File: src/sv/afpp_pkg.sv
`timescale 1ns / 1ps
// ----------------------------------------------------------------------------
// afpp_pkg
// Shared types and codes for the packet parser block.
// ----------------------------------------------------------------------------
package afpp_pkg;

  localparam int ADDR_W = 21;
  localparam int CNT_W  = 14;
  localparam int SHADOW_DEPTH_DEFAULT = 128;

  // bus operation codes
  localparam logic [1:0] OP_INDEX = 2'd0;
  localparam logic [1:0] OP_DATA  = 2'd1;
  localparam logic [1:0] OP_READ  = 2'd2;

  // the latched index that routes block-site data writes to the parser
  localparam logic [7:0] PARSER_INDEX = 8'd1;

  // event codes
  localparam logic [2:0] EV_NONE         = 3'd0;
  localparam logic [2:0] EV_IMMEDIATE    = 3'd1;
  localparam logic [2:0] EV_REG_PACKET   = 3'd2;
  localparam logic [2:0] EV_VOICE_PACKET = 3'd3;
  localparam logic [2:0] EV_REG_WRITE    = 3'd4;
  localparam logic [2:0] EV_VOICE_WRITE  = 3'd5;

  typedef struct packed {
    logic [1:0]        operation;
    logic [7:0]        write_value;
    logic              fifo_sel;
    logic [ADDR_W-1:0] read_address;
  } req_t;

  typedef struct packed {
    logic              ok;
    logic [2:0]        event_kind;
    logic [7:0]        event_index;
    logic [7:0]        event_value;
    logic [ADDR_W-1:0] event_delay;
    logic [ADDR_W-1:0] event_address;
    logic [CNT_W-1:0]  event_count;
    logic              terminal;
    logic [6:0]        read_data;
  } rsp_t;

  // shadow store write port
  typedef struct packed {
    logic              en;
    logic [ADDR_W-1:0] addr;
    logic [6:0]        data;
  } shadow_wr_t;

endpackage

File: src/sv/afpp_shadow.sv
`timescale 1ns / 1ps
// ----------------------------------------------------------------------------
// afpp_shadow
// Shadow register store: one write port, one registered read port, per-entry
// valid bits cleared at reset, bypass of a write landing on the same edge.
// ----------------------------------------------------------------------------
module afpp_shadow #(
  parameter int SHADOW_DEPTH = afpp_pkg::SHADOW_DEPTH_DEFAULT
) (
  input  logic                       clk,
  input  logic                       rst,
  input  logic                       rd_en,
  input  logic [afpp_pkg::ADDR_W-1:0] rd_addr,
  input  afpp_pkg::shadow_wr_t       wr,
  output logic [6:0]                 rd_data
);
  import afpp_pkg::*;

  localparam int AW = (SHADOW_DEPTH > 1) ? $clog2(SHADOW_DEPTH) : 1;

  logic [6:0]              mem [SHADOW_DEPTH];
  logic [SHADOW_DEPTH-1:0] valid;
  logic [6:0]              rd_q;
  logic                    rd_vld_q;
  logic                    byp_q;
  logic [6:0]              byp_data_q;

  logic [AW-1:0] widx;
  logic [AW-1:0] ridx;

  assign widx = wr.addr[AW-1:0];
  assign ridx = rd_addr[AW-1:0];

  always_ff @(posedge clk) begin
    if (wr.en) begin
      mem[widx] <= wr.data;
    end
    if (rd_en) begin
      rd_q       <= mem[ridx];
      byp_data_q <= wr.data;
    end
  end

  always_ff @(posedge clk) begin
    if (rst) begin
      valid    <= '0;
      rd_vld_q <= 1'b0;
      byp_q    <= 1'b0;
    end else begin
      if (wr.en) begin
        valid[widx] <= 1'b1;
      end
      if (rd_en) begin
        rd_vld_q <= valid[ridx];
        byp_q    <= wr.en && (wr.addr == rd_addr);
      end
    end
  end

  // never-written entries read as zero
  assign rd_data = byp_q ? byp_data_q : (rd_vld_q ? rd_q : 7'd0);

endmodule

File: src/sv/afpp_parser.sv
`timescale 1ns / 1ps
// ----------------------------------------------------------------------------
// afpp_parser
// Index latch and varint packet parser; forms one result per bus access.
// ----------------------------------------------------------------------------
module afpp_parser #(
  parameter int SHADOW_DEPTH = afpp_pkg::SHADOW_DEPTH_DEFAULT
) (
  input  logic                 clk,
  input  logic                 rst,
  input  logic                 step,
  input  afpp_pkg::req_t       req,
  input  logic [6:0]           rd_data,
  output afpp_pkg::rsp_t       res,
  output afpp_pkg::shadow_wr_t wr
);
  import afpp_pkg::*;

  localparam logic [3:0] ST_DELAY0     = 4'd0;
  localparam logic [3:0] ST_DELAY1     = 4'd1;
  localparam logic [3:0] ST_DELAY2     = 4'd2;
  localparam logic [3:0] ST_ADDR0      = 4'd3;
  localparam logic [3:0] ST_ADDR1      = 4'd4;
  localparam logic [3:0] ST_ADDR2      = 4'd5;
  localparam logic [3:0] ST_COUNT0     = 4'd6;
  localparam logic [3:0] ST_COUNT1     = 4'd7;
  localparam logic [3:0] ST_REG_DATA   = 4'd9;
  localparam logic [3:0] ST_VOICE_DATA = 4'd11;

  localparam logic [ADDR_W-1:0] DEPTH_LIMIT = ADDR_W'(SHADOW_DEPTH);

  logic [7:0]        latched_index, latched_index_next;
  logic [3:0]        parse_state, parse_state_next;
  logic [ADDR_W-1:0] delay_accum, delay_accum_next;
  logic [ADDR_W-1:0] address_accum, address_accum_next;
  logic [CNT_W-1:0]  bytes_remaining, bytes_remaining_next;

  logic [6:0]        pay;
  logic              last;
  logic [ADDR_W-1:0] addr_mid;
  logic [CNT_W-1:0]  cnt_hi;
  logic [CNT_W-1:0]  cnt_dec;
  logic              wr_hit;

  assign pay      = req.write_value[6:0];
  assign last     = req.write_value[7];
  assign addr_mid = address_accum | {7'd0, pay, 7'd0};
  assign cnt_hi   = bytes_remaining | {pay, 7'd0};
  assign cnt_dec  = bytes_remaining - CNT_W'(1);

  always_comb begin
    latched_index_next   = latched_index;
    parse_state_next     = parse_state;
    delay_accum_next     = delay_accum;
    address_accum_next   = address_accum;
    bytes_remaining_next = bytes_remaining;
    res    = '0;
    res.ok = 1'b1;
    wr_hit = 1'b0;

    unique case (req.operation)
      OP_INDEX: begin
        latched_index_next = req.write_value;
      end
      OP_DATA: begin
        res.event_index = latched_index;
        res.event_value = req.write_value;
        if (!req.fifo_sel || latched_index != PARSER_INDEX) begin
          res.event_kind = EV_IMMEDIATE;
        end else begin
          unique case (parse_state)
            ST_DELAY1: begin
              delay_accum_next = delay_accum | {7'd0, pay, 7'd0};
              parse_state_next = last ? ST_ADDR0 : ST_DELAY2;
            end
            ST_DELAY2: begin
              delay_accum_next = delay_accum | {pay, 14'd0};
              parse_state_next = ST_ADDR0;
            end
            ST_ADDR0: begin
              address_accum_next = {14'd0, pay};
              if (last) begin
                // short address: register packet opens now
                parse_state_next  = ST_REG_DATA;
                res.event_kind    = EV_REG_PACKET;
                res.event_delay   = delay_accum;
                res.event_address = {14'd0, pay};
              end else begin
                parse_state_next = ST_ADDR1;
              end
            end
            ST_ADDR1: begin
              address_accum_next = addr_mid;
              if (last) begin
                parse_state_next  = ST_REG_DATA;
                res.event_kind    = EV_REG_PACKET;
                res.event_delay   = delay_accum;
                res.event_address = addr_mid;
              end else begin
                parse_state_next = ST_ADDR2;
              end
            end
            ST_ADDR2: begin
              address_accum_next = address_accum | {pay, 14'd0};
              parse_state_next   = ST_COUNT0;
            end
            ST_COUNT0: begin
              bytes_remaining_next = {7'd0, pay};
              if (!last) begin
                parse_state_next = ST_COUNT1;
              end else if (pay != 7'd0) begin
                parse_state_next  = ST_VOICE_DATA;
                res.event_kind    = EV_VOICE_PACKET;
                res.event_delay   = delay_accum;
                res.event_address = address_accum;
                res.event_count   = {7'd0, pay};
              end else begin
                parse_state_next = ST_DELAY0;
              end
            end
            ST_COUNT1: begin
              bytes_remaining_next = cnt_hi;
              if (cnt_hi != '0) begin
                parse_state_next  = ST_VOICE_DATA;
                res.event_kind    = EV_VOICE_PACKET;
                res.event_delay   = delay_accum;
                res.event_address = address_accum;
                res.event_count   = cnt_hi;
              end else begin
                parse_state_next = ST_DELAY0;
              end
            end
            ST_REG_DATA: begin
              res.event_kind     = EV_REG_WRITE;
              res.event_address  = address_accum;
              res.event_value    = {1'b0, pay};
              res.terminal       = last;
              wr_hit             = address_accum < DEPTH_LIMIT;
              address_accum_next = address_accum + ADDR_W'(1);
              if (last) begin
                parse_state_next = ST_DELAY0;
              end
            end
            ST_VOICE_DATA: begin
              res.event_kind       = EV_VOICE_WRITE;
              res.event_address    = address_accum;
              bytes_remaining_next = cnt_dec;
              if (cnt_dec != '0) begin
                address_accum_next = address_accum + ADDR_W'(1);
              end else begin
                parse_state_next = ST_DELAY0;
              end
            end
            default: begin
              // first delay byte, also any unused code
              delay_accum_next = {14'd0, pay};
              parse_state_next = last ? ST_ADDR0 : ST_DELAY1;
            end
          endcase
        end
      end
      OP_READ: begin
        if (req.read_address < DEPTH_LIMIT) begin
          res.read_data = rd_data;
        end else begin
          res.ok = 1'b0;
        end
      end
      default: begin
      end
    endcase
  end

  assign wr.en   = step && wr_hit;
  assign wr.addr = address_accum;
  assign wr.data = pay;

  always_ff @(posedge clk) begin
    if (rst) begin
      latched_index   <= '0;
      parse_state     <= ST_DELAY0;
      delay_accum     <= '0;
      address_accum   <= '0;
      bytes_remaining <= '0;
    end else if (step) begin
      latched_index   <= latched_index_next;
      parse_state     <= parse_state_next;
      delay_accum     <= delay_accum_next;
      address_accum   <= address_accum_next;
      bytes_remaining <= bytes_remaining_next;
    end
  end

endmodule

File: src/sv/audio_fifo_packet_parser_top.sv
`timescale 1ns / 1ps
// ----------------------------------------------------------------------------
// audio_fifo_packet_parser_top
// Register-bus access parser: index latch, varint packet decode, shadow store.
// ----------------------------------------------------------------------------
//
//   channel | ports                       | beat
//   --------+-----------------------------+--------------------------------
//   req     | req_valid, req_ready, req   | one bus access (req_t)
//   rsp     | rsp_valid, rsp_ready, rsp   | one result per access (rsp_t)
//
// one beat per cycle sustained while rsp_ready stays high; each access passes
// through the input stage and then sits in the result register
// the shadow store read is issued as the access enters the input stage, so
// the single memory read port sets the one-access-per-cycle figure
// reset clears the parser state and the shadow valid bits at once; there is
// no clearing pass, the block takes beats on the first cycle after reset
// a stalled rsp holds the result register; the input stage keeps taking a
// beat as long as the result register can drain
//
module audio_fifo_packet_parser_top #(
  parameter int SHADOW_DEPTH = afpp_pkg::SHADOW_DEPTH_DEFAULT
) (
  input  logic             clk,
  input  logic             rst,
  input  logic             req_valid,
  output logic             req_ready,
  input  afpp_pkg::req_t   req,
  output logic             rsp_valid,
  input  logic             rsp_ready,
  output afpp_pkg::rsp_t   rsp
);
  import afpp_pkg::*;

  // input stage
  logic       s1_valid;
  req_t       s1;
  // result stage
  rsp_t       res;
  shadow_wr_t wr;
  logic [6:0] rd_data;

  logic out_free;
  logic step;
  logic req_fire;

  // result register free when empty or draining this cycle
  assign out_free  = !rsp_valid || rsp_ready;
  // the input stage advances into the result register
  assign step      = s1_valid && out_free;
  assign req_ready = !s1_valid || out_free;
  assign req_fire  = req_valid && req_ready;

  always_ff @(posedge clk) begin
    if (rst) begin
      s1_valid  <= 1'b0;
      rsp_valid <= 1'b0;
    end else begin
      if (req_ready) begin
        s1_valid <= req_valid;
      end
      if (out_free) begin
        rsp_valid <= s1_valid;
      end
    end
  end

  // payload registers, no reset
  always_ff @(posedge clk) begin
    if (req_fire) begin
      s1 <= req;
    end
    if (step) begin
      rsp <= res;
    end
  end

  // shadow store, read as the beat enters the input stage; a write from the
  // beat leaving the input stage on the same edge is bypassed
  afpp_shadow #(
    .SHADOW_DEPTH(SHADOW_DEPTH)
  ) u_shadow (
    .clk     (clk),
    .rst     (rst),
    .rd_en   (req_fire),
    .rd_addr (req.read_address),
    .wr      (wr),
    .rd_data (rd_data)
  );

  // index latch and packet parser, state moves only when a beat advances
  afpp_parser #(
    .SHADOW_DEPTH(SHADOW_DEPTH)
  ) u_parser (
    .clk     (clk),
    .rst     (rst),
    .step    (step),
    .req     (s1),
    .rd_data (rd_data),
    .res     (res),
    .wr      (wr)
  );

  // an accepted beat always lands in the input stage
  a_fire_fills: assert property (@(posedge clk) disable iff (rst)
    req_fire |=> s1_valid)
    else $error("accepted beat did not reach input stage");

  // an empty input stage never refuses a beat
  a_empty_ready: assert property (@(posedge clk) disable iff (rst)
    !s1_valid |-> req_ready)
    else $error("input stage empty but not ready");

  // only shadow reads may clear ok
  a_ok_only_read: assert property (@(posedge clk) disable iff (rst)
    s1_valid && !res.ok |-> s1.operation == OP_READ)
    else $error("ok cleared on a non-read access");

  // events come only from data writes
  a_event_data: assert property (@(posedge clk) disable iff (rst)
    s1_valid && res.event_kind != EV_NONE |-> s1.operation == OP_DATA)
    else $error("event raised by a non-data access");

  // shadow writes happen only on a parser register write
  a_write_kind: assert property (@(posedge clk) disable iff (rst)
    wr.en |-> step && res.event_kind == EV_REG_WRITE)
    else $error("shadow write outside a register write");

endmodule
File: config.mk
export PLATFORM = sky130hd
export DESIGN_NAME = audio_fifo_packet_parser_top
export DESIGN_NICKNAME = d
export VERILOG_FILES = /design/src/sv/afpp_pkg.sv /design/src/sv/afpp_shadow.sv /design/src/sv/afpp_parser.sv /design/src/sv/audio_fifo_packet_parser_top.sv
export SDC_FILE = /design/constraint.sdc
export NUM_CORES = 1
export LEC_CHECK = 0
export CORE_UTILIZATION = 40
export DETAILED_ROUTE_END_ITERATION = 8
export DONT_BUFFER_PORTS = 1
export HOLD_SLACK_MARGIN = 0.03
export SYNTH_ARGS = -nofsm -noshare
export SYNTH_HDL_FRONTEND = slang
export SYNTH_SLANG_ARGS = --single-unit
File: constraint.sdc
create_clock -name clk -period 3.5 [get_ports clk]
set_input_delay 0.7 -clock clk [delete_from_list [all_inputs] [get_ports clk]]
set_output_delay 0.7 -clock clk [all_outputs]
set_load 0.03 [all_outputs]
== Yosys cells after proc, flatten, opt, wreduce, memory -nomap -nowiden ==
Memories as Yosys holds them, arrays and structs flattened. A register that Yosys moved wholly into a read port is not among the register bits.
Cells that the tools add are included.

* $add $sub $neg: 2
* Order comparisons: 5
* Equal/unequal tests: 16
* Multiplexer cells: 43
* Bitwise operators: 10
* Reduce and logical (&&, ||, !) cells: 28

{| class="wikitable"
|+ Operators by type and width
! operator !! count
|-
| 21-bit one-hot mux with 5 select lines || 2
|-
| 56-bit 2-to-1 mux || 3
|-
| 128-bit OR || 1
|-
| 42-bit 2-to-1 mux || 2
|-
| 21-bit one-hot mux with 4 select lines || 1
|-
| 65-bit 2-to-1 mux || 1
|-
| 21-bit one-hot mux with 3 select lines || 1
|-
| 21-bit by 8-bit less-than comparator with 1-bit output (second input constant) || 2
|-
| 21-bit by 14-bit OR with 21-bit output || 2
|-
| 21-bit OR || 2
|-
| 14-bit one-hot mux with 3 select lines || 1
|-
| 4-bit one-hot mux with 9 select lines || 1
|-
| 4-bit 2-to-1 mux || 7
|-
| 14-bit one-hot mux with 2 select lines || 1
|-
| 14-bit nonzero test || 2
|-
| 21-bit by 1-bit adder with 21-bit output (second input constant) || 1
|-
| 21-bit == test || 1
|-
| 21-bit 2-to-1 mux || 1
|-
| 4-bit by 3-bit == test with 1-bit output (second input constant) || 4
|-
| 7-bit by 8-bit less-than comparator with 1-bit output (second input constant) || 2
|-
| 3-bit one-hot mux with 5 select lines || 1
|-
| 7-bit 2-to-1 mux || 2
|-
| 14-bit OR || 1
|-
| 14-bit by 1-bit subtractor with 14-bit output (second input constant) || 1
|-
| other kinds (29) || 61
|}

* Flip-flop bits (word level): 323
* Memory bits (writable): 896
* Output and inout port bits: 86
* Logic and storage cells: 130
* Memories kept: 1

{| class="wikitable"
|+ Memory list
! name !! depth !! bits a word !! rd ports !! clocked after Yosys merged registers in !! wr ports !! line !! text
|-
| u_shadow.mem || 128 || 7 || 1 || 1 || 1 || afpp_shadow.sv:21 || <nowiki>logic [6:0] mem [SHADOW_DEPTH];</nowiki>
|}

== Logic depth before layout (Yosys ltp) ==
Gate-level depths: netlist of run 1.

* Depth in word-level cells: 7
* Gate-level depth with buffers: 11

== By module ==
Synthesis of run 1 repeated with hierarchy kept, for this count alone.

* Cells, all modules: 2853
* Area total of the unflattened synthesis: 48744.2 µm²

{| class="wikitable"
|+ By module, submodules not included
! module !! instances !! cells an instance !! area an instance (µm²) !! seq. area each (µm²)
|-
| afpp_shadow || 1 || 2026 || 40192.3 || 29928.7
|-
| afpp_parser || 1 || 701 || 4964.8 || 1361.3
|-
| audio_fifo_packet_parser_top || 1 || 126 || 3587.2 || 3523.4
|}

== Least setup slack after synthesis of run 1 ==
Ideal clock, no wire load.

* Path kind: reg2reg
* Start point: reg s1[26] in the netlist's numbering
* End point: reg rsp[28] in the netlist's numbering, data pin
* Library setup time: 0.266 ns
* Arrival: 3.257 ns
* Required time: 3.234 ns
* Slack: -0.023 ns
* Cell stages (with the launch flop): 10
* Path buffers: 3
* Period minus slack after synthesis: 3.523 ns
* Cells stage by stage: edfxtp_1 nor4_1 nand2_1 o31a_1 buf_6 or4_4 buf_6 buf_6 a32oi_1 nor2_1

* Longest elaborated chain between the ends: 4
* Elaborated cells on any way between the ends: 7

{| class="wikitable"
|+ RTL lines
! item !! line !! text
|-
| start: declaration || audio_fifo_packet_parser_top.sv:37 || <nowiki>req_t s1;</nowiki>
|-
| start signal: assignment || audio_fifo_packet_parser_top.sv:71 || <nowiki>s1 <= req;</nowiki>
|-
| 14-bit OR / 7-bit nonzero test (equally long branches) || afpp_parser.sv:48, afpp_parser.sv:111 ||
|-
| 14-bit nonzero test / 56-bit 2-to-1 mux (equally long branches) || afpp_parser.sv:123, afpp_parser.sv:111 ||
|-
| 56-bit 2-to-1 mux, on equally long branches || afpp_parser.sv:123, afpp_parser.sv:109 ||
|-
| 21-bit one-hot mux with 5 select lines (*) || afpp_parser.sv:71 || <nowiki>unique case (parse_state)</nowiki>
|-
| end signal: assignment || audio_fifo_packet_parser_top.sv:74 || <nowiki>rsp <= res;</nowiki>
|-
| end: declaration || audio_fifo_packet_parser_top.sv:31 || <nowiki>output afpp_pkg::rsp_t rsp</nowiki>
|}

Mark *: on every way between the ends. The rest lies on a longest branch, timed or not.
A chain may end at the register's enable or synchronous reset.

== Worst setup path after layout of run 1 ==
* Start point: reg s1[31] in the netlist's numbering
* End point: mem u_shadow.mem[83][0], enable pin

* Longest elaborated chain between the ends: 5

{| class="wikitable"
|+ RTL lines
! item !! line !! text
|-
| 2-bit by 1-bit == test with 1-bit output || afpp_parser.sv:61 || <nowiki>unique case (req.operation)</nowiki>
|-
| 1-bit 2-to-1 mux || afpp_parser.sv:61 ||
|-
| 1-bit logical AND || afpp_parser.sv:174 || <nowiki>assign wr.en = step && wr_hit;</nowiki>
|-
| 1-bit 2-to-1 mux || afpp_shadow.sv:35 || <nowiki>if (wr.en) begin</nowiki>
|-
| 1-bit 2-to-1 mux (not written as such) || afpp_shadow.sv:36 || <nowiki>mem[widx] <= wr.data;</nowiki>
|-
| end: declaration || afpp_shadow.sv:21 ||
|}

Every way passes these cells.

==> results of run 1 <==
## layer usage
metal	up-vias	part of all wire (%)
met5	-	0
met4	0	2.1
met2	1245	48
li1	11800	-
met3	189	7.8
met1	14255	42
## cells by family after synthesis
| group | count (synthesis) |
|---|---|
| compound gates | 381 |
| mux | 348 |
| simple gates | 721 |
| buf+inv | 221 |
| xor+xnor | 33 |
| fa+ha+maj | 4 |
| flops | 1219 |
## flip-flops by register name, indices dropped and copies added (netlist names), 8 cells and up
| name | cells |
|---|---|
| rsp | 84 |
| u_parser.bytes_remaining | 14 |
| u_parser.address_accum | 21 |
| u_parser.delay_accum | 21 |
| u_shadow.mem | 896 |
| s1 | 25 |
| u_shadow.valid | 128 |
| u_parser.latched_index | 8 |
## critical path, cell delays in order, from the launching register on
cell and delay (ns):
edfxtp_1 0.43, nor2b_1 0.23, and3_1 0.32, nand4_1 0.13, buf_4 0.26, nor2_1 0.66
nand2_1 0.39, nor2_1 0.31, buf_4 0.19
## synth_stat cells, types with 5 or more instances
cell      instances
nor3b_1           6
o221ai_1          9
mux4_2          296
nor2_1          386
nor3_2            8
mux2i_1          19
or4b_1            7
clkbuf_1        124
and3_1            8
nor4_2            9
a31oi_1          13
xor2_1           15
and2_1           49
o22ai_1          22
nand3b_1          8
a22oi_1          31
o21ai_0          48
nor4b_1           5
edfxtp_1       1019
a211oi_1         11
nor2b_1          11
dfxtp_1         200
nand4_1          21
mux2_2           33
or3_1             9
inv_1            21
a32oi_1           5
o211ai_1          8
nand2b_1         14
o21bai_1          5
nand2_1          74
nor3_1           32
buf_2            42
o21a_1            9
a21oi_1         175
nor4_1           23
buf_1            26
nand3_1          26
and3b_1           5
xnor2_1          18
## worst max-delay path by stage
stage | from | to | slack (ns) | cells past startpoint
2_1_floorplan | s1[28] | rsp[28] | 0.01 | 9
3_3_place_gp | rsp_ready | u_shadow.mem[83][4] | 0.26 | 8
3_5_place_dp | rsp_ready | u_shadow.mem[83][0] | 0.18 | 8
4_1_cts | s1[31] | u_shadow.mem[83][0] | 0.34 | 8
5_1_grt | u_parser.latched_index[3] | u_shadow.mem[81][0] | 0.15 | 8
6_report | s1[31] | u_shadow.mem[83][0] | 0.27 | 8
## through the flow
stage               cells  hold slack (ns)  setup slack, ns  power (mW)
floorplan            2927            0.429           0.0120        17.0
global placement     4504            0.442            0.263        17.1
detailed placement   4504            0.452            0.184        17.1
CTS                  4758           0.0545            0.338        29.8
global route         4758           0.0577            0.155        30.4
finish               4758            0.125            0.274        29.6
## power by group
| part | total (mW) | internal, mW | switching, mW |
|---|---|---|---|
| sequential | 15.9 | 15.8 | 0.114 |
| combinational | 0.951 | 0.428 | 0.524 |
| clock | 12.7 | 7.23 | 5.51 |
## what timing repair did
action | 4_1_cts | 5_1_grt
setup endpoints to repair | 0 | 0
hold buffers | 27 | 0
hold endpoints to repair | 60 | 0
## final cells by class
class | count | area, um^2
clock inverters | 77 | 714
fillers | 10174 | 65000
well taps | 1612 | 2020
clock buffers | 150 | 3180
multi-input cells | 1487 | 13500
inverters | 22 | 83.8
flip-flops and latches | 1219 | 34600
repair buffers | 191 | 1540
==> results.cfg, run 1 <==
[status]
status = complete, no violations

[detailed_routing]
wl_per_cell_um = 25.8
num_vias = 27489
viasPerCell = 5.78
dr.pass1.iters = 6
drc = 0
drt-total-wl_mm = 123
ant_nets = 0
drt_iter0_markers = 3351

[grt]
grt_util_met2_pct = 32.2
grt_pass1_wl_mm = 183
antenna_found_initial = 1
grt-busiest-layer = met2
grt_usage_pct = 19.9
grt_max_degree = 261
grt-ovfl-total = 0
first_global_vias = 27831
grt_util_met3_pct = 3.71
grt_use_met1_pct = 27.8

[clock_network]
numCtsBuffers = 120
cts.path.max_buffers = 3
clk_pin_slew_worst_paths_ns = 0.06
post_cts_resized = 0
cts_setup_buffers = 0
cts_root_buf = clkbuf_16
clk_latency_ns = 0.75
htreeDepth = 3
cts.sinks = 1219
cts_tree = yes

[layout]
utilization_pct = 46.1
area_delta_synth_final_pct = 13.6
antennaDiodeCount = 0
drive_gt1_share_pct = 22.3
design_area_mm2 = 0.0556
final_common_cell = edfxtp_1
layout.nets = 3081
mostFrequentLayoutCells = 1019 x edfxtp_1, 384 x nor2_1, 296 x mux4_2

[pwr]
power.density_mw_per_mm2 = 532
power.leakage_nw = 17.7
vdd.ir_drop.worst_v = 0.000439

[worst_setup_path]
path_class = flip-flop to flip-flop
worst-path-max-fanout = 22
r2r-end = u_shadow.mem[83][0]
rr_worst_depth = 8
worstPathArrival_ns = 3.69
r2r_slack_ns = 0.27
cp.required_ns = 3.96
worstSetupStartpointType = flip-flop
crit_path_end_kind = flip-flop
worstReg2RegStart = s1[31]

[min_path]
min-delay-start = rst
hold-path-endpoint = u_parser.address_accum[11]
hold_class = input port to flip-flop
hold-path-cell-count = 1

[sta]
worst_pin_slew_ns = 1.24
fin_setup_tns_ns = 0
finClkSkew_ns = 0.0293
finalSetupViolCount = 0
final_max_slew_viol_count = 0
fin_crit_ns = 3.23
timing.final.crit_share_pct = 92.2
slew_headroom_pct = 17.6
max_freq_ghz = 0.310
hold_violations = 0
rsz0062_at_grt = false

[floorplan]
dieArea_mm2 = 0.124
core-area_mm2 = 0.121
io-pin-count = 122
start_util_pct = 40.6
row_count = 127
die_h_um = 352
die_x_um = 352

[synth]
synth_edf_count = 1019
yosysSeqAreaShare_pct = 70.7
synth_area_per_cell_um2 = 16.7
ys_ff_latch = 1219
synth_flop_cell = edfxtp_1
yosysWarnings = 0
synth.top_cells.by_area = edfxtp_1 62%, mux4_2 14%, dfxtp_1 8.2%
yosys.area.top_type = edfxtp_1
synth_top_family_by_area = multiplexers
synth-compound-area-share_pct = 4.79
synth-simple-area-share_pct = 7.21
yosys.area_share.adder_pct = 0.102
synth_xor_area_share_pct = 0.590
synth.area.mux_share_pct = 14.8
syn-num-nets = 2967
yosysUniqueCellTypes = 79
syn_area_mm2 = 0.0490
ys_async_sr_fraction_pct = 0
synth_cells = 2927
netlist.area_leader.share_pct = 62.5

[placement]
place_hpwl_mm = 72.1
io_buffers = 0
gp_congestion = 0.867
dpl_cell_area_mm2 = 0.0514

[flow_run]
maxCapViolCount = 0
(Power assumes the default switching activity.)
==> run 2, diff against run 1 <==
- clock period: 3.5 -> 3.6 ns (I/O delays scaled with it)
==> results.cfg, run 2 (synthesis gave the netlist of run 1 again) <==
[status]
status = complete, no violations

[layout]
drive_gt1_share_pct = 22.6
antennaDiodeCount = 0
area_delta_synth_final_pct = 13.6
top_regs = u_shadow.mem (896), u_shadow.valid (128), rsp (84)
layout.nets = 3064
instances_no_fill = 4738
largest_reg_flops = 896
fillCellCount = 10123
final_common_cell = edfxtp_1
mostFrequentLayoutCells = 1019 x edfxtp_1, 384 x nor2_1, 296 x mux4_2
multiInputGateArea_mm2 = 0.0135
seq_area_mm2 = 0.0346
regMostFlops = u_shadow.mem

[grt]
grt-busiest-layer = met2
grt-ovfl-total = 0
grt_use_met1_pct = 28.0
grt_util_met2_pct = 31.6
antenna_found_initial = 2
grt_util_met3_pct = 3.83
first_global_vias = 27645
grt_max_degree = 261
grt_usage_pct = 20.0
grt_pass1_wl_mm = 184

[worst_setup_path]
path_class = flip-flop to flip-flop
startpoint = u_parser.parse_state[1]
cp_top_family = compound AO/OA/AOI/OAI gates
r2r_slack_ns = 0.39
crit_path_end_kind = flip-flop
slowest_delay_ns = 0.64
worstPathArrival_ns = 3.81
crit_chain = nand2_1 -> nor2_1 -> o31a_1 -> nor4_1 -> a2111oi_2 -> buf_4 -> and2_1
path_buf_inv = 1
critPathCapture = rsp[62]
cp.required_ns = 4.20
worst-path-stages = 7
rr_worst_depth = 7
r2r-end = rsp[62]
worstSetupStartpointType = flip-flop
slowest_stage = dfxtp_1
worstReg2RegStart = u_parser.parse_state[1]
worst-path-max-fanout = 22

[pwr]
vdd.ir_drop.worst_v = 0.000469
p_total_mw = 29.4
power.density_mw_per_mm2 = 529
power.leakage_nw = 17.7

[sta]
finalSetupViolCount = 0
timing.final.crit_share_pct = 89.2
finClkSkew_ns = 0.0323
hold_slack_ns = 0.0817
worst_pin_slew_ns = 1.33
max_freq_ghz = 0.311
final_max_slew_viol_count = 0
hold_violations = 0
setup_ws_ns = 0.388
slew_headroom_pct = 11.6
rsz0062_at_grt = false
fin_crit_ns = 3.21
fin_setup_tns_ns = 0

[min_path]
min-delay-start = req[22]
hold_class = input port to flip-flop

[clock_network]
cts.path.max_buffers = 3
post_cts_resized = 0
cts_root_buf = clkbuf_16
cts.sinks = 1219
holdBufCountCts = 10
cts_setup_buffers = 0
clk_pin_slew_worst_paths_ns = 0.06
clk_latency_ns = 0.76
htreeDepth = 4
cts_tree = yes
numCtsBuffers = 130

[floorplan]
core-area_mm2 = 0.121
start_util_pct = 40.6
die_h_um = 352
die_x_um = 352
dieArea_mm2 = 0.124
io-pin-count = 122
row_count = 127

[flow_run]
maxCapViolCount = 0

[detailed_routing]
viasPerCell = 5.75
wl_per_cell_um = 25.8
drt-total-wl_mm = 122
dr.pass1.iters = 7
drt_iter0_markers = 2605
num_vias = 27225
ant_nets = 0
drc = 0

[placement]
place_hpwl_mm = 72.3
io_buffers = 0
place_ws_ns = 0.290
dp.cells = 4494
gp_congestion = 0.869
## run 2: cell types whose count changed in the layout (fill, tap and decap cells not counted), moves of 2 or more
cell,change
clkbuf_16,+10
clkinv_1,-14
buf_4,-9
clkbuf_1,+5
buf_12,-2
dlygate4sd3_1,-16
inv_6,+6
clkinv_4,+4
## run 2: cell type report
type                       count  share of cell area, %
clock buffer                 165                   6.20
clock inverter                69                   1.28
inverter                      22                  0.151
multi-input combinational   1487                   24.2
sequential                  1219                   62.2
tap                         1612                   3.63
timing repair buffer         164                   2.28
## run 2: how the worst min path moves through the flow
| stage | to | slack, ns | cells after the start |
|---|---|---|---|
| floorplan | u_parser.delay_accum[10] | 0.43 | 2 |
| global placement | u_shadow.valid[71] | 0.44 | 2 |
| detailed placement | u_shadow.valid[127] | 0.45 | 1 |
| CTS | u_shadow.byp_q | 0.03 | 1 |
| global route | s1[22] | 0.05 | 0 |
| finish | s1[22] | 0.08 | 0 |
## run 2: stage by stage
step | util (%) | area (um^2)
after floorplan | - | 49000
after global placement | 42.6 | 51300
after detailed placement | 42.6 | 51300
after CTS | 46.1 | 55600
after global routing | 46.1 | 55600
final | 46.1 | 55600
## run 2: report_power, final
group	internal (mW)	switching [mW]
clock	7.61	5.46
sequential	15.4	0.104
combinational	0.402	0.500
total	23.4	6.07
## run 2: per-layer routing
| metal | vias up | share of wire [%] | wire (um) |
|---|---|---|---|
| met1 | 14129 | 43 | 52800 |
| li1 | 11746 | - | - |
| met5 | - | 0 | 0 |
| met2 | 1152 | 47 | 57300 |
| met3 | 198 | 7.5 | 9210 |
| met4 | 0 | 2.2 | 2720 |
==> run 3, diff against run 2 <==
- CORE_ASPECT_RATIO: default -> 1.25
==> results.cfg, run 3 (synthesis gave the netlist of run 1 again) <==
[status]
status = complete, but fails checks
violations = design-rule violations

[sta]
finClkSkew_ns = 0.0462
finalSetupViolCount = 0
timing.final.crit_share_pct = 90.1
fin_setup_tns_ns = 0
slew_headroom_pct = 15.2
worst_pin_slew_ns = 1.27
final_max_slew_viol_count = 0
fin_crit_ns = 3.24
max_freq_ghz = 0.308
hold_violations = 0
rsz0062_at_grt = false

[detailed_routing]
ant_nets = 0
viasPerCell = 5.78
wl_met2_mm = 62.9
num_vias = 26951
highest_layer = met4
wl_per_cell_um = 26.5
wl_met1_mm = 49.1
drt_iter0_markers = 2801
dr.pass1.iters = 8
wl_met3_mm = 7.63
drt-total-wl_mm = 124
drc = 42

[floorplan]
row_count = 143
io-pin-count = 122
die_h_um = 393
dieArea_mm2 = 0.124
core-area_mm2 = 0.121
start_util_pct = 40.3
die_x_um = 315

[pwr]
pwr-share-comb_pct = 3.1
vdd.ir_drop.worst_v = 0.000457
switching_share_pct = 20.2
sequentialPowerShare_pct = 54.2
p_clk_share_pct = 42.7
p_int_mw = 22.8
power.density_mw_per_mm2 = 519
power.leakage_nw = 17.3
switching_power_mw = 5.76

[layout]
top_regs = u_shadow.mem (896), u_shadow.valid (128), rsp (84)
drive_gt1_share_pct = 21.9
area_delta_synth_final_pct = 12.3
largest_reg_flops = 896
layout.nets = 3020
mostFrequentLayoutCells = 1019 x edfxtp_1, 377 x nor2_1, 296 x mux4_2
instances_no_fill = 4666
antennaDiodeCount = 0
fillCellCount = 10333
regMostFlops = u_shadow.mem
final_common_cell = edfxtp_1

[worst_setup_path]
crit_chain = inv_1 -> ha_1 -> o21bai_1 -> a311o_1 -> o21ai_0 -> nand4_1 -> and2_1 -> a311oi_1
worstPathArrival_ns = 3.87
path_class = flip-flop to flip-flop
worst-path-max-fanout = 15
slowest_stage = dfxtp_1
crit_path_end_kind = flip-flop
r2r_slack_ns = 0.36
worstSetupStartpointType = flip-flop
slowest_delay_ns = 0.64
cp.required_ns = 4.23

[clock_network]
numCtsBuffers = 118
clk_pin_slew_worst_paths_ns = 0.07
cts.path.max_buffers = 3
cts_root_buf = clkbuf_16
holdBufCountCts = 0
cts.sinks = 1219
clk_latency_ns = 0.72
cts_tree = yes
htreeDepth = 3

[grt]
first_global_vias = 27615
grt_max_degree = 261
antenna_found_initial = 4
grt-ovfl-total = 0
grt_usage_pct = 20.0
grt_pass1_wl_mm = 183

[flow_run]
maxCapViolCount = 0

[placement]
gp_congestion = 0.847
place_hpwl_mm = 74.8
dp.cells = 4453
io_buffers = 0

[min_path]
hold_class = input port to flip-flop
## run 3: cell types whose count changed in the layout (fill, tap and decap cells not counted), moves of 2 or more
cell,change
buf_4,-22
clkbuf_16,-12
dlygate4sd3_1,-10
nor2_1,-7
nor2_2,+7
inv_6,-6
clkbuf_1,-4
clkbuf_8,-4
bufinv_16,+3
clkinv_2,+3
clkinv_8,-2
clkinvlp_4,-2
## run 3: per-layer routing
metal | track usage [%] | vias up
li1 | - | 11643
met1 | 25.4 | 14028
met2 | 34.7 | 1071
met3 | 3.07 | 209
met4 | 6.92 | 0
met5 | 0 | -
## run 3: final cells by class
type,count,area [um^2],area share [%]
clock buffers,145,3080,5.59
well taps,1595,2000,3.63
inverters,22,85.1,0.155
clock inverters,66,711,1.29
multi-input cells,1487,13500,24.6
repair buffers,132,1000,1.83
flip-flops and latches,1219,34600,62.9
## run 3: worst max-delay path: cells and delay by family, from the launching register on
kind	cells	cell delay (ns)
AOI/OAI and AO/OA	4	1.07
adders and majority gates	1	0.34
buffers and inverters	1	0.15
DFF	1	0.64
and+or+nand+nor	2	0.97
## run 3: path summary, 6_finish.rpt
check                              start                    endpoint  cells past startpoint
max          u_parser.bytes_remaining[0]  u_parser.address_accum[14]                      8
min                              req[20]                      s1[20]                      0
max reg2reg  u_parser.bytes_remaining[0]  u_parser.address_accum[14]                      8
min reg2reg     u_parser.delay_accum[19]    u_parser.delay_accum[19]                      2
## run 3: power by group through the flow
stage,Clock (mW),Sequential [mW],Combinational (mW)
floorplan,0,15.9,0.671
global placement,0,15.8,0.878
detailed placement,0,15.8,0.891
CTS,12.4,15.5,0.891
global route,12.9,15.5,0.926
finish,12.2,15.5,0.883
## run 3: what timing repair did
item	in CTS	in global routing
buffers inserted	0	2
resized for setup	0	7
endpoints found under the setup margin	0	63
## run 3: metrics by stage
stage               total power [mW]  setup slack, ns  hold slack [ns]  utilization [%]  area (um^2)
floorplan                       16.5           0.0765            0.429                -        49000
global placement                16.6          -0.0350            0.442             42.1        51200
detailed placement              16.7          -0.0675            0.449             42.1        51200
CTS                             28.7           0.0683           0.0610             45.2        54900
global route                    29.3            0.247           0.0716             45.3        55000
finish                          28.5            0.358           0.0937             45.3        55000
